[src/design/utf8aw_pkg.sv]
`default_nettype none
package utf8aw_pkg;

  localparam int CP_W  = 21;
  localparam int ADV_W = 9;
  localparam int TOT_W = 16;

  localparam logic [ADV_W-1:0] ADV_MAX = 9'd511;
  localparam logic [TOT_W-1:0] TOT_MAX = 16'hFFFF;

  // register indexes
  localparam logic [1:0] REG_SCALE  = 2'd0;
  localparam logic [1:0] REG_NARROW = 2'd1;
  localparam logic [1:0] REG_WIDE   = 2'd2;

  localparam logic [3:0] SCALE_RST  = 4'd1;
  localparam logic [5:0] NARROW_RST = 6'd6;
  localparam logic [5:0] WIDE_RST   = 6'd16;

  // lead byte classes
  localparam logic [7:0] ASCII_LIMIT = 8'h80;
  localparam logic [7:0] LEAD2_MASK  = 8'hE0;
  localparam logic [7:0] LEAD2_TAG   = 8'hC0;
  localparam logic [7:0] LEAD3_MASK  = 8'hF0;
  localparam logic [7:0] LEAD3_TAG   = 8'hE0;
  localparam logic [7:0] LEAD4_MASK  = 8'hF8;
  localparam logic [7:0] LEAD4_TAG   = 8'hF0;

  localparam logic [CP_W-1:0] QMARK = 21'h3F;

  localparam int QUEUE_DEPTH = 2;

  typedef struct packed {
    logic [CP_W-1:0] code_point;
    logic            substituted;
    logic            is_last;
  } glyph_t;

  typedef struct packed {
    logic   push;
    glyph_t glyph;
  } push_t;

  typedef struct packed {
    logic [3:0] scale;
    logic [5:0] narrow_width;
    logic [5:0] wide_width;
  } cfg_t;

endpackage
`default_nettype wire

[src/design/utf8aw_ifs.sv]
`default_nettype none
interface utf8aw_in_if;
  logic       valid;
  logic       ready;
  logic [7:0] data_byte;
  logic       string_end;
  modport source (output valid, data_byte, string_end, input ready);
  modport sink (input valid, data_byte, string_end, output ready);
endinterface

interface utf8aw_out_if;
  logic        valid;
  logic        ready;
  logic [20:0] code_point;
  logic [8:0]  advance;
  logic [15:0] total_width;
  logic        substituted;
  logic        is_last;
  modport source (output valid, code_point, advance, total_width, substituted, is_last,
                  input ready);
  modport sink (input valid, code_point, advance, total_width, substituted, is_last,
                output ready);
endinterface

interface utf8aw_cfg_if;
  logic       valid;
  logic       ready;
  logic [1:0] reg_index;
  logic [5:0] wr_data;
  modport source (output valid, reg_index, wr_data, input ready);
  modport sink (input valid, reg_index, wr_data, output ready);
endinterface
`default_nettype wire

[src/design/utf8_decoder_with_advance_width_core.sv]
// channel   dir  payload                                             handshake
// in_ch     in   data_byte[7:0], string_end                          valid/ready
// out_ch    out  code_point[20:0], advance[8:0], total_width[15:0],  valid/ready
//                substituted, is_last
// cfg       in   reg_index[1:0], wr_data[5:0]                        valid/ready
//
// one byte per cycle while the queue has space; the byte that completes a result is decoded
// into the queue, then the width adder moves the result into the output register
// rst is synchronous: clears decode state, queue, running width and output valid,
// and loads scale 1, narrow width 6, wide width 16
// in_ch stalls only when the queue is full; cfg is always ready
`default_nettype none
module utf8_decoder_with_advance_width_core
  import utf8aw_pkg::*;
#(
  parameter int QueueDepth = QUEUE_DEPTH
) (
  input  wire logic    clk,
  input  wire logic    rst,
  utf8aw_in_if.sink    in_ch,
  utf8aw_out_if.source out_ch,
  utf8aw_cfg_if.sink   cfg
);

  // configuration registers
  cfg_t   cfg_regs;

  // front to queue
  push_t  q_push;
  logic   q_space;

  // queue to back
  logic   q_valid;
  glyph_t q_head;
  logic   q_pop;

  // config writes are registered directly, so the port never stalls
  assign cfg.ready = 1'b1;

  always_ff @(posedge clk) begin
    if (rst) begin
      cfg_regs.scale        <= SCALE_RST;
      cfg_regs.narrow_width <= NARROW_RST;
      cfg_regs.wide_width   <= WIDE_RST;
    end else if (cfg.valid) begin
      unique case (cfg.reg_index)
        REG_SCALE:  cfg_regs.scale        <= cfg.wr_data[3:0];
        REG_NARROW: cfg_regs.narrow_width <= cfg.wr_data;
        REG_WIDE:   cfg_regs.wide_width   <= cfg.wr_data;
        default:    ; // unused index, write dropped
      endcase
    end
  end

  // front: byte classification and sequence assembly
  utf8aw_front u_front (
    .clk     (clk),
    .rst     (rst),
    .in_ch   (in_ch),
    .q_space (q_space),
    .q_push  (q_push)
  );

  // short queue of completed code points decouples decode from output stalls
  utf8aw_queue #(
    .Depth (QueueDepth)
  ) u_queue (
    .clk     (clk),
    .rst     (rst),
    .q_push  (q_push),
    .q_space (q_space),
    .q_valid (q_valid),
    .q_head  (q_head),
    .q_pop   (q_pop)
  );

  // back: advance width, running total and output register
  utf8aw_back u_back (
    .clk     (clk),
    .rst     (rst),
    .cfg     (cfg_regs),
    .q_valid (q_valid),
    .q_head  (q_head),
    .q_pop   (q_pop),
    .out_ch  (out_ch)
  );

endmodule
`default_nettype wire

[src/design/utf8aw_front.sv]
`default_nettype none
module utf8aw_front
  import utf8aw_pkg::*;
(
  input  wire logic   clk,
  input  wire logic   rst,
  utf8aw_in_if.sink   in_ch,
  input  wire logic   q_space,
  output push_t       q_push
);

  logic [CP_W-1:0] partial_code, partial_code_next;
  logic [1:0]      bytes_remaining, bytes_remaining_next;
  logic [CP_W-1:0] merged, lead_code;
  logic [1:0]      lead_count;
  logic            accept;
  logic [7:0]      b;

  assign in_ch.ready = q_space;
  assign accept      = in_ch.valid && q_space;
  assign b           = in_ch.data_byte;

  always_comb begin
    unique case (bytes_remaining)
      2'd1:    merged = partial_code | {15'b0, b[5:0]};
      2'd2:    merged = partial_code | {9'b0, b[5:0], 6'b0};
      2'd3:    merged = partial_code | {3'b0, b[5:0], 12'b0};
      default: merged = partial_code;
    endcase
  end

  always_comb begin
    partial_code_next    = partial_code;
    bytes_remaining_next = bytes_remaining;
    q_push               = '0;
    lead_code            = '0;
    lead_count           = 2'd0;
    if (accept) begin
      q_push.glyph.is_last = in_ch.string_end;
      if (bytes_remaining != 2'd0) begin
        if (bytes_remaining == 2'd1 || in_ch.string_end) begin
          q_push.push             = 1'b1;
          q_push.glyph.code_point = merged;
          partial_code_next       = '0;
          bytes_remaining_next    = 2'd0;
        end else begin
          partial_code_next    = merged;
          bytes_remaining_next = bytes_remaining - 2'd1;
        end
      end else begin
        priority if (b < ASCII_LIMIT) begin
          q_push.push             = 1'b1;
          q_push.glyph.code_point = {13'b0, b};
        end else if ((b & LEAD2_MASK) == LEAD2_TAG) begin
          lead_code  = {10'b0, b[4:0], 6'b0};
          lead_count = 2'd1;
        end else if ((b & LEAD3_MASK) == LEAD3_TAG) begin
          lead_code  = {5'b0, b[3:0], 12'b0};
          lead_count = 2'd2;
        end else if ((b & LEAD4_MASK) == LEAD4_TAG) begin
          lead_code  = {b[2:0], 18'b0};
          lead_count = 2'd3;
        end else begin
          q_push.push              = 1'b1;
          q_push.glyph.code_point  = QMARK;
          q_push.glyph.substituted = 1'b1;
        end
        if (lead_count != 2'd0) begin
          if (in_ch.string_end) begin
            // sequence cut short: emit with missing bits zero
            q_push.push             = 1'b1;
            q_push.glyph.code_point = lead_code;
          end else begin
            partial_code_next    = lead_code;
            bytes_remaining_next = lead_count;
          end
        end
      end
    end
  end

  always_ff @(posedge clk) begin
    if (rst) begin
      partial_code    <= '0;
      bytes_remaining <= 2'd0;
    end else begin
      partial_code    <= partial_code_next;
      bytes_remaining <= bytes_remaining_next;
    end
  end

endmodule
`default_nettype wire

[src/design/utf8aw_queue.sv]
`default_nettype none
module utf8aw_queue
  import utf8aw_pkg::*;
#(
  parameter int Depth = QUEUE_DEPTH
) (
  input  wire logic   clk,
  input  wire logic   rst,
  input  wire push_t  q_push,
  output logic        q_space,
  output logic        q_valid,
  output glyph_t      q_head,
  input  wire logic   q_pop
);

  localparam int PtrW = $clog2(Depth);
  localparam int CntW = $clog2(Depth + 1);

  glyph_t            entries [Depth];
  logic [PtrW-1:0]   wr_ptr, rd_ptr;
  logic [CntW-1:0]   count;
  logic              do_push, do_pop;

  assign q_space = count != CntW'(Depth);
  assign q_valid = count != '0;
  assign q_head  = entries[rd_ptr];
  assign do_push = q_push.push && q_space;
  assign do_pop  = q_pop && q_valid;

  always_ff @(posedge clk) begin
    if (do_push) begin
      entries[wr_ptr] <= q_push.glyph;
    end
  end

  always_ff @(posedge clk) begin
    if (rst) begin
      wr_ptr <= '0;
      rd_ptr <= '0;
      count  <= '0;
    end else begin
      if (do_push) begin
        wr_ptr <= (wr_ptr == PtrW'(Depth - 1)) ? '0 : wr_ptr + PtrW'(1);
      end
      if (do_pop) begin
        rd_ptr <= (rd_ptr == PtrW'(Depth - 1)) ? '0 : rd_ptr + PtrW'(1);
      end
      unique case ({do_push, do_pop})
        2'b10:   count <= count + CntW'(1);
        2'b01:   count <= count - CntW'(1);
        default: count <= count;
      endcase
    end
  end

endmodule
`default_nettype wire

[src/design/utf8aw_back.sv]
`default_nettype none
module utf8aw_back
  import utf8aw_pkg::*;
(
  input  wire logic   clk,
  input  wire logic   rst,
  input  wire cfg_t   cfg,
  input  wire logic   q_valid,
  input  wire glyph_t q_head,
  output logic        q_pop,
  utf8aw_out_if.source out_ch
);

  logic [TOT_W-1:0] width_sum;
  logic [5:0]       base;
  logic [9:0]       product;
  logic [ADV_W-1:0] adv;
  logic [TOT_W:0]   sum;
  logic [TOT_W-1:0] tot;
  logic             out_valid;

  assign q_pop = q_valid && (!out_valid || out_ch.ready);

  assign base    = (q_head.code_point < CP_W'(ASCII_LIMIT)) ? cfg.narrow_width
                                                             : cfg.wide_width;
  assign product = base * cfg.scale;
  assign adv     = (product > 10'(ADV_MAX)) ? ADV_MAX : product[ADV_W-1:0];
  assign sum     = {1'b0, width_sum} + (TOT_W + 1)'(adv);
  assign tot     = sum[TOT_W] ? TOT_MAX : sum[TOT_W-1:0];

  assign out_ch.valid = out_valid;

  always_ff @(posedge clk) begin
    if (rst) begin
      out_valid <= 1'b0;
      width_sum <= '0;
    end else begin
      if (q_pop) begin
        out_valid <= 1'b1;
        width_sum <= q_head.is_last ? '0 : tot;
      end else if (out_ch.ready) begin
        out_valid <= 1'b0;
      end
    end
  end

  always_ff @(posedge clk) begin
    if (q_pop) begin
      out_ch.code_point  <= q_head.code_point;
      out_ch.advance     <= adv;
      out_ch.total_width <= tot;
      out_ch.substituted <= q_head.substituted;
      out_ch.is_last     <= q_head.is_last;
    end
  end

endmodule
`default_nettype wire

[src/flat_wrapper.sv]
// flat-port wrapper written by rule: the top's interface ports become plain ports
module utf8_decoder_with_advance_width_core_flat import utf8aw_pkg::*;
#(
  parameter int QueueDepth = QUEUE_DEPTH
)
  (clk, rst, in_ch_valid, in_ch_data_byte, in_ch_string_end, in_ch_ready, out_ch_valid, out_ch_code_point, out_ch_advance, out_ch_total_width, out_ch_substituted, out_ch_is_last, out_ch_ready, cfg_valid, cfg_reg_index, cfg_wr_data, cfg_ready);
  utf8aw_in_if in_ch_i ();
  utf8aw_out_if out_ch_i ();
  utf8aw_cfg_if cfg_i ();
  input  wire logic clk;
  input  wire logic rst;
  input wire logic [$bits(in_ch_i.valid)-1:0] in_ch_valid;
  input wire logic [$bits(in_ch_i.data_byte)-1:0] in_ch_data_byte;
  input wire logic [$bits(in_ch_i.string_end)-1:0] in_ch_string_end;
  output wire logic [$bits(in_ch_i.ready)-1:0] in_ch_ready;
  output wire logic [$bits(out_ch_i.valid)-1:0] out_ch_valid;
  output wire logic [$bits(out_ch_i.code_point)-1:0] out_ch_code_point;
  output wire logic [$bits(out_ch_i.advance)-1:0] out_ch_advance;
  output wire logic [$bits(out_ch_i.total_width)-1:0] out_ch_total_width;
  output wire logic [$bits(out_ch_i.substituted)-1:0] out_ch_substituted;
  output wire logic [$bits(out_ch_i.is_last)-1:0] out_ch_is_last;
  input wire logic [$bits(out_ch_i.ready)-1:0] out_ch_ready;
  input wire logic [$bits(cfg_i.valid)-1:0] cfg_valid;
  input wire logic [$bits(cfg_i.reg_index)-1:0] cfg_reg_index;
  input wire logic [$bits(cfg_i.wr_data)-1:0] cfg_wr_data;
  output wire logic [$bits(cfg_i.ready)-1:0] cfg_ready;
  assign in_ch_i.valid = in_ch_valid;
  assign in_ch_i.data_byte = in_ch_data_byte;
  assign in_ch_i.string_end = in_ch_string_end;
  assign in_ch_ready = in_ch_i.ready;
  assign out_ch_valid = out_ch_i.valid;
  assign out_ch_code_point = out_ch_i.code_point;
  assign out_ch_advance = out_ch_i.advance;
  assign out_ch_total_width = out_ch_i.total_width;
  assign out_ch_substituted = out_ch_i.substituted;
  assign out_ch_is_last = out_ch_i.is_last;
  assign out_ch_i.ready = out_ch_ready;
  assign cfg_i.valid = cfg_valid;
  assign cfg_i.reg_index = cfg_reg_index;
  assign cfg_i.wr_data = cfg_wr_data;
  assign cfg_ready = cfg_i.ready;
  utf8_decoder_with_advance_width_core #(.QueueDepth(QueueDepth)) u_core (.clk(clk), .rst(rst), .in_ch(in_ch_i), .out_ch(out_ch_i), .cfg(cfg_i));
endmodule
[config.mk]
export PLATFORM = sky130hd
export DESIGN_NAME = utf8_decoder_with_advance_width_core_flat
export DESIGN_NICKNAME = d
export VERILOG_FILES = /design/src/design/utf8aw_pkg.sv /design/src/design/utf8aw_ifs.sv /design/src/design/utf8_decoder_with_advance_width_core.sv /design/src/design/utf8aw_front.sv /design/src/design/utf8aw_queue.sv /design/src/design/utf8aw_back.sv /design/src/flat_wrapper.sv
export SDC_FILE = /design/constraint.sdc
export NUM_CORES = 1
export LEC_CHECK = 0
export BUFFER_PORTS_ARGS = -buffer_cell sky130_fd_sc_hd__buf_2
export CORE_AREA = 2 2 173 90
export CTS_CLUSTER_DIAMETER = 150
export DETAILED_ROUTE_END_ITERATION = 16
export DIE_AREA = 0 0 175 92
export PLACE_DENSITY = 0.78
export SLEW_MARGIN = 20
export SYNTH_ARGS = -nofsm -noshare
export SYNTH_HDL_FRONTEND = slang
export SYNTH_SLANG_ARGS = --single-unit
[constraint.sdc]
create_clock -name clk -period 14.5 [get_ports clk]
set_clock_uncertainty 0.05 [all_clocks]
set_input_delay 0.725 -clock clk [delete_from_list [all_inputs] [get_ports clk]]
set_output_delay 0.725 -clock clk [all_outputs]
set_load 0.005 [all_outputs]
### Word level (Yosys, flattened, before mapping)

Memory sizes are Yosys's and may differ from the RTL's. A register that Yosys moved wholly into a read port is not among the register bits.
Cells that the tools add are included.

* flip-flop bits (word level): 108
* RAM bits: 46
* bits of input ports: 22
* logic and storage cells: 102
* memories kept: 1

* add/subtract/negate cells: 6
* multiply operators: 1
* order comparisons: 3
* eq/ne operators: 12
* muxes and demuxes: 43
* bitwise gates (word level): 3
* reductions and logical operators: 18

Memories
* u_core.u_queue.entries: words 2, width 23, rd ports 1, clocked after Yosys merged registers in 1, wr ports 1, RTL line utf8aw_queue.sv:19 `glyph_t entries [Depth];`

Operator list (number)
* $mux W21: 8
* $mux W22: 5
* $mux W23: 3
* $pmux W21 S3: 1
* $mux W16: 2
* $mux W24: 1
* $lt A21 B8 Y1 const B: 1
* $or A21 B12 Y21: 1
* $or A21 B18 Y21: 1
* $or A21 B6 Y21: 1
* $mux W2: 10
* $add A16 B9 Y17: 1
* $reduce_bool A2 Y1: 6
* $gt A10 B9 Y1 const B: 1
* $mul A6 B4 Y10: 1
* $mux W1: 10
* $mux W9: 1
* $eq A2 B2 Y1 const B: 4
* $lt A8 B8 Y1 const B: 1
* $eq A2 B1 Y1 const B: 3
* $mux W6: 1
* $reduce_and A2 Y1: 3
* $eq A5 B5 Y1 const B: 1
* $eq A4 B4 Y1 const B: 1
* other kinds (12): 18

### Depth between registers and ports, before layout

Gate-level depths: netlist of run 1.

* depth in word-level cells: 14
* depth in mapped cells: 27
* mapped depth without buffers: 24

### By module

From an unflattened synthesis of run 1, not the netlist that was laid out.

* cell total of the unflattened synthesis: 679
* area, all modules: 7776.2 um2

Modules (own cells, without submodules)
* utf8aw_back: times used 1, cells each 313, area each 3631.0 um2, sequential area each 1781.7 um2
* utf8aw_queue: times used 1, cells each 95, area each 1873.0 um2, sequential area each 1481.4 um2
* utf8aw_front: times used 1, cells each 202, area each 1574.0 um2, sequential area each 460.4 um2
* utf8_decoder_with_advance_width_core: times used 1, cells each 69, area each 698.2 um2, sequential area each 320.3 um2

### Worst setup path after synthesis of run 1

Ideal clock, no wire load.

* path kind: register to register
* start point: register with a tool-made name
* end point: register u_core.u_back.out_ch.total_width[13] (data pin)
* setup time: 254 ps
* data arrival time: 5937 ps
* required time: 14196 ps
* setup slack: 8259 ps
* stages on the path, launching flop included: 28
* path through: dfxtp_1 -> buf_6 -> mux2_2 -> nor4_1 -> and4_1 -> buf_4 -> mux2i_1 -> nand2b_1 -> fa_1 -> inv_1 -> fa_1 -> ha_1 -> a21o_1 -> a211oi_1 -> nor2_1 -> o41ai_2 -> xor2_1 -> o21ai_1 -> ha_1 -> inv_1 -> fa_1 -> nand2b_1 -> a21o_1 -> a31oi_1 -> o21ai_1 -> clkbuf_1 -> nand3_1 -> o21a_1

RTL lines
* end signal: assignment: RTL line utf8aw_back.sv:51 `out_ch.total_width <= tot;`
* end: declaration: RTL line utf8aw_ifs.sv:19 `modport source (output valid, code_point, advance, total_width, substituted, is_last,`

==> results.ini, run 1 <==
[layout]
seq_area_um2 = 4040
nNetsFinal = 753
stdcell_area_um2 = 8310
multi_input_area_um2 = 3000
final_common_cell = edfxtp_1
antennaDiodeCount = 0
drive_gt1_share_pct = 16.9
fill_cells = 1196
final_cell_mix = 94 x edfxtp_1, 85 x nor2_1, 71 x buf_2
final_core_util_pct = 55.9
syn_to_final_growth_pct = 15.2

[synth]
synth_area_per_cell_um2 = 11.7
synth-edff-count = 94
synth.area.mux_share_pct = 5.95
synth_top_family_by_area = simple AND/OR/NAND/NOR gates
synthAdderAreaFrac_pct = 7.53
ys_warn_count = 0
synthFlopType = edfxtp_1
synthSimpleGateAreaFrac_pct = 13.3
synth.distinct_cells = 56
synth_xor_area_share_pct = 1.94
syn-cell-area_um2 = 7210
synth_cells = 618
yosysSeqAreaShare_pct = 56.1
synth_compound_area_share_pct = 12.8
yosys_register_bits = 155
synth_fp_nets = 678
async_flop_share_pct = 0

[critical_path]
worstSetupEndpointType = flip-flop
cp_cell_sequence = mux2_2 -> nor4_1 -> and4_1 -> mux2i_1 -> nand2b_1 -> fa_1 -> inv_1 -> fa_1 -> ha_1 -> a21o_1 -> a211oi_1 -> nor2_1 -> o41ai_2 -> xor2_1 -> o21ai_1 -> ha_1 -> inv_1 -> fa_1 -> nand2b_1 -> a21o_1 -> a31oi_1 -> o21ai_1 -> o21ai_1 -> a22o_1
max_stage_delay_ns = 1.03
critPathSlowestCell = dfxtp_1
startpoint_type = flip-flop
worstPathRequired_ns = 14.77
timing.rr.end = u_core.u_back.width_sum[3]
crit_type = reg -> reg
r2r_cells = 24
critPathArrivalTime_ns = 8.55
rrSetupSlack_ns = 6.22
crit_fanout = 23

[timing]
hold_violations = 0
tightestPinTransition_ns = 1.08
timing.slew.headroom_pct = 28.1
fin_crit_sh_pct = 57.1
fin_tns_setup_ns = 0
finalSetupViolCount = 0
fmax_mhz = 121
rsz0062_at_grt = no
fin_crit_ns = 8.28
slew_violations = 0

[place]
dp_hpwl_um = 11600
numPortBuffers = 71
post_dp_cell_area_um2 = 7760
finalWeightedCongestion = 0.933

[floorplanning]
io_pins = 73
start_util_pct = 48.5
dieWidth_um = 175
core_area_um2 = 14900
core.rowCount = 32
die_h_um = 92
die_area_um2 = 16100

[global_routing]
grt_pass1_wl_um = 26300
antenna_found_initial = 0
first_global_vias = 5086
overflow = 0
track_usage_pct = 21.1
grt_max_degree = 53

[clocking]
cts_setup_buffers = 0
cts_max_path_buffers = 2
ctsRootBufferMaster = clkbuf_16
post_cts_resized = 0
tritoncts = done
ctsHoldBuffers = 0
clkTransAtPathRegs_ns = 0.06
h-tree-depth = 4
cts_sinks = 155
clkLatencyLatePin_ns = 0.42
cts-buffers-inserted = 17

[min_path]
min_to = u_core.cfg_regs[4]
hold_path_depth = 1
hp-class = reg -> reg
hp-start = u_core.cfg_regs[4]

[pwr]
vdd_drop_max_mv = 0.0723
power_mw = 1.32
p_leak_nw = 3.36
p_per_area_nw_per_um2 = 159

[drt]
avgViaCountPerCell = 5.68
totalWireLength_um = 16300
drc = 0
ant_nets = 0
drt_iter0_markers = 405
vias = 5171
wl_per_cell_um = 17.9
firstDrtPassIters = 5

[job]
maxCapViolations = 0

[run_status]
status = finished, final reports clean

[Yosys cell counts (all sizes together) (4+ instances only)]
| cell | n | area share, % |
|---|---|---|
| a211o | 6 | 0.73 |
| a211oi | 6 | 0.62 |
| a21o | 8 | 0.83 |
| a21oi | 30 | 2.1 |
| a22o | 18 | 2.2 |
| a22oi | 8 | 0.83 |
| a31oi | 12 | 1.0 |
| a32oi | 4 | 0.49 |
| and2 | 8 | 0.69 |
| and3 | 4 | 0.35 |
| buf | 8 | 0.69 |
| clkbuf | 11 | 0.57 |
| dfxtp | 61 | 17 |
| edfxtp | 94 | 39 |
| fa | 9 | 2.5 |
| ha | 29 | 5.0 |
| inv | 21 | 1.1 |
| mux2 | 23 | 3.6 |
| mux2i | 17 | 2.4 |
| nand2 | 32 | 1.7 |
| nand2b | 14 | 1.2 |
| nand3 | 5 | 0.35 |
| nor2 | 85 | 4.4 |
| nor2b | 27 | 2.3 |
| nor3 | 6 | 0.42 |
| nor3b | 5 | 0.59 |
| nor4 | 4 | 0.35 |
| o21ai | 14 | 0.97 |
| xnor2 | 8 | 0.97 |
| xor2 | 8 | 0.97 |
[state kept, by name (all words and copies together) (netlist names), named ones only]
signal,flops
u_core.u_queue.entries,46
u_core.u_back.out_ch.code_point,21
u_core.u_front.partial_code,21
u_core.cfg_regs,16
u_core.u_back.out_ch.total_width,16
u_core.u_back.width_sum,16
u_core.u_back.out_ch.advance,9
u_core.u_front.bytes_remaining,2
u_core.u_queue.count,2
u_core.u_back.out_ch.is_last,1
u_core.u_back.out_ch.substituted,1
u_core.u_back.out_ch.valid,1
u_core.u_queue.rd_ptr,1
u_core.u_queue.wr_ptr,1
[through the flow]
step,instances,hold slack [ns],worst slack (ns)
6_report,910,0.416,6.22
5_1_grt,910,0.436,5.59
4_1_cts,910,0.416,6.32
3_5_place_dp,878,0.402,6.39
3_3_place_gp,878,0.391,6.77
2_1_floorplan,618,0.377,8.26
[cell families (layout without fill, tap and decap cells)]
logic type | Yosys count | in the layout
flip-flops | 155 | 155
buffers and inverters | 40 | 128
adder cells (fa/ha/maj) | 38 | 38
XOR/XNOR | 16 | 16
other | 1 | 1
AO/OA/AOI/OAI | 129 | 129
AND/OR/NAND/NOR | 199 | 199
multiplexers | 40 | 40
[worst max-delay path by stage]
stage	start	slack, ns	end
6_report	flip-flop	6.22	u_core.u_back.width_sum[3]
3_3_place_gp	flip-flop	6.77	u_core.u_back.out_ch.total_width[13]
2_1_floorplan	flip-flop	8.26	u_core.u_back.out_ch.total_width[13]
5_1_grt	flip-flop	5.59	u_core.u_back.width_sum[0]
4_1_cts	flip-flop	6.32	u_core.u_back.width_sum[3]
3_5_place_dp	flip-flop	6.39	u_core.u_back.width_sum[3]
[metal layers]
layer | share of wire, % | vias to the layer above | global-route usage (%)
met5 | 0 | - | 0
met4 | 1.3 | 0 | 7.01
met3 | 8.8 | 25 | 5.35
met2 | 41 | 246 | 29.2
met1 | 48 | 2481 | 32.0
li1 | - | 2419 | -
[cell type report]
| type | instances | share of cell area, % |
|---|---|---|
| well taps | 204 | 3.07 |
| clock inverters | 15 | 1.40 |
| flip-flops and latches | 155 | 48.7 |
| clock buffers | 17 | 5.12 |
| inverters | 21 | 0.949 |
| repair buffers | 75 | 4.64 |
| multi-input cells | 423 | 36.1 |
[power by group]
| part | total [mW] | switching (mW) | internal, mW |
|---|---|---|---|
| combinational | 0.277 | 0.170 | 0.107 |
| clock | 0.408 | 0.185 | 0.222 |
| sequential | 0.633 | 0.0383 | 0.595 |
| total | 1.32 | 0.394 | 0.924 |
[critical path: cells and delay by family (launching register included)]
family,cells,cell delay (ns)
fa+ha+maj,5,1.88
buf+inv,2,0.14
flops,1,1.03
compound gates,9,2.41
xor+xnor,1,0.59
simple gates,5,1.37
mux,2,0.67
(Power assumes the default switching activity.)
==> run 2: changes to the inputs <==
- clock period: 14.5 -> 8.15 ns (I/O delays scaled with it)
==> run 2 against run 1 <==
Effect of this change:
- sequential share of layout area is 0.44 points lower
- cell count is 0.22% higher
- critical path depth is 1 higher
- global-route usage is 0.058 points lower
- core utilization is 0.53 points higher
- non-clock buffer count is 2 higher
- sequential cell count stayed put
- via count is 0.12% lower
- sequential power is 77% higher
- fmax is 12% higher
- largest cell class unchanged
==> results.ini, run 2 (synthesized netlist as in run 1, its figures left out) <==
[run_status]
status = finished, final reports clean

[critical_path]
timing.rr.end = u_core.u_back.width_sum[0]
crit_type = reg -> reg
crit_fanout = 17  ; -26%
rrSetupSlack_ns = 0.77  ; -5.46 ns
worstSetupEndpointType = flip-flop
startpoint_type = flip-flop
worstPathRequired_ns = 8.42  ; -6.35 ns
r2r_cells = 25  ; +4.2%
critPathArrivalTime_ns = 7.65  ; -0.90 ns

[global_routing]
grtUsageMet2_pct = 29.9  ; +0.69 points
first_global_vias = 5042  ; -0.87%
met1_usage_pct = 31.2  ; -0.89 points
track_usage_pct = 21.1  ; -0.058 points
overflow = 0  ; unchanged
grt_max_degree = 48  ; -9.4%
use_met3_pct = 5.68  ; +0.33 points
top_usage_layer = met1
antenna_found_initial = 0  ; unchanged
grt_pass1_wl_um = 26200  ; -0.60%

[pwr]
pwr-share-seq_pct = 46.4  ; -1.6 points
power_switching_uw = 715  ; +82%
pwr-share-comb_pct = 20.4  ; -0.6 points
p_leak_nw = 3.40  ; +1.3%
p_per_area_nw_per_um2 = 288  ; +82%
intPower_mw = 1.70  ; +84%
vdd_drop_max_mv = 0.172  ; +140%
clkPwrFrac_pct = 33.3  ; +2.4 points
switching_share_pct = 29.6  ; -0.30 points

[floorplanning]
start_util_pct = 48.5  ; unchanged
core.rowCount = 32  ; unchanged
io_pins = 73  ; unchanged
dieWidth_um = 175  ; unchanged
die_h_um = 92  ; unchanged
core_area_um2 = 14900  ; unchanged
die_area_um2 = 16100  ; unchanged

[clocking]
ctsRootBufferMaster = clkbuf_16
clkLatencyLatePin_ns = 0.43  ; about the same
cts_max_path_buffers = 2  ; unchanged
clkTransAtPathRegs_ns = 0.07  ; about the same
tritoncts = done
cts-buffers-inserted = 17  ; unchanged
h-tree-depth = 4  ; unchanged
cts_sinks = 155  ; unchanged
ctsHoldBuffers = 0  ; unchanged

[layout]
finalNonFillerCells = 912  ; +0.22%
largest_register_ffs = 46  ; unchanged
reg_top3 = u_core.u_queue.entries x46, u_core.u_back.out_ch.code_point x21, u_core.u_front.partial_code x21
nNetsFinal = 755  ; +0.27%
syn_to_final_growth_pct = 16.3
final_cell_mix = 94 x edfxtp_1, 85 x nor2_1, 71 x buf_2
regMostFlops = u_core.u_queue.entries
drive_gt1_share_pct = 17.4  ; +0.52 points
final_common_cell = edfxtp_1
antennaDiodeCount = 0  ; unchanged

[drt]
ant_nets = 0  ; unchanged
wl_per_cell_um = 17.6  ; -1.5%
drt_iter0_markers = 555  ; +37%
avgViaCountPerCell = 5.66  ; -0.34%
drc = 0  ; unchanged
vias = 5165  ; -0.12%
firstDrtPassIters = 5  ; unchanged
totalWireLength_um = 16100  ; -1.3%

[timing]
fin_crit_sh_pct = 90.6  ; +34 points
slew_violations = 0  ; unchanged
tightestPinTransition_ns = 0.746  ; -0.331 ns
rsz0062_at_grt = no
holdWs_ns = 0.187  ; -0.229 ns
finalSetupViolCount = 0  ; unchanged
fin_tns_setup_ns = 0  ; unchanged
timing.slew.headroom_pct = 50.2  ; +22 points
fmax_mhz = 135  ; +12%
fin_crit_ns = 7.38  ; -0.895 ns
hold_violations = 0  ; unchanged

[place]
dp.cells = 880  ; +0.23%
finalWeightedCongestion = 0.956  ; +2.5%
dp_hpwl_um = 11500  ; -0.56%
numPortBuffers = 71  ; unchanged

[min_path]
min_to = u_core.cfg_regs[10]
hp-start = cfg_wr_data[4]
hp-class = in -> reg
hold_path_depth = 3  ; +2

[job]
maxCapViolations = 0  ; unchanged

==> run 2: worst max-delay path by stage <==
stage | from | end
2_1_floorplan | flip-flop | u_core.u_back.out_ch.total_width[13]
3_5_place_dp | flip-flop | u_core.u_back.width_sum[0]
5_1_grt | flip-flop | u_core.u_back.width_sum[2]
6_report | flip-flop | u_core.u_back.width_sum[0]
4_1_cts | flip-flop | u_core.u_back.width_sum[0]
3_3_place_gp | flip-flop | u_core.u_back.out_ch.total_width[9]
==> run 2: metal layers <==
metal / up-vias / wire, um
met5: - / 0
met4: 0 / 263
met3: 34 / 1450
met2: 235 / 6700
met1: 2461 / 7670
li1: 2435 / -
==> run 2: area by class of cell <==
cell class / instances / area (um^2)
tap: 204 / 255
timing repair buffer: 77 / 400
clock buffer: 19 / 454
multi-input combinational: 423 / 3000
inverter: 21 / 78.8
sequential: 155 / 4050
clock inverter: 13 / 150
fill: 1211 / 6470
==> run 2: power groups by stage <==
stage / Sequential, mW / Combinational [mW] / Clock [mW]
2_1_floorplan: 1.14 / 0.273 / 0
3_3_place_gp: 1.13 / 0.472 / 0
3_5_place_dp: 1.14 / 0.486 / 0
4_1_cts: 1.12 / 0.491 / 0.809
5_1_grt: 1.14 / 0.542 / 0.844
6_report: 1.12 / 0.492 / 0.805
==> run 2: what timing repair did <==
item                                    in CTS  in global routing
gates resized for setup                      0                  1
buffers inserted                             0                  0
hold endpoints to repair                     0                  0
endpoints found under the setup margin       0                 25
==> run 2: per-stage QoR <==
stage	total power, mW	utilization [%]	cell area (um^2)	worst slack [ns]
2_1_floorplan	1.42	-	7210	1.91
5_1_grt	2.53	56.4	8380	0.118
3_5_place_dp	1.62	52.3	7770	0.597
4_1_cts	2.42	56.4	8380	0.489
3_3_place_gp	1.60	52.3	7770	0.932
6_report	2.42	56.4	8380	0.766
==> run 2: critical path, stage by stage (launching register included) <==
cell      delay, ns
dfxtp_2        0.59
mux2_2         0.40
nor4_1         0.33
and4_1         0.57
mux2i_1        0.45
nor2b_1        0.13
fa_1           0.54
inv_1          0.05
fa_1           0.53
inv_1          0.04
ha_1           0.34
a211oi_1       0.23
nor2_1         0.10
o41ai_2        0.24
xor2_1         0.55
o21ai_1        0.20
ha_1           0.27
inv_1          0.08
fa_1           0.20
nand2b_1       0.13
a21o_1         0.17
a31oi_1        0.11
o21ai_1        0.39
buf_4          0.24
nand2b_1       0.10
a22o_1         0.21
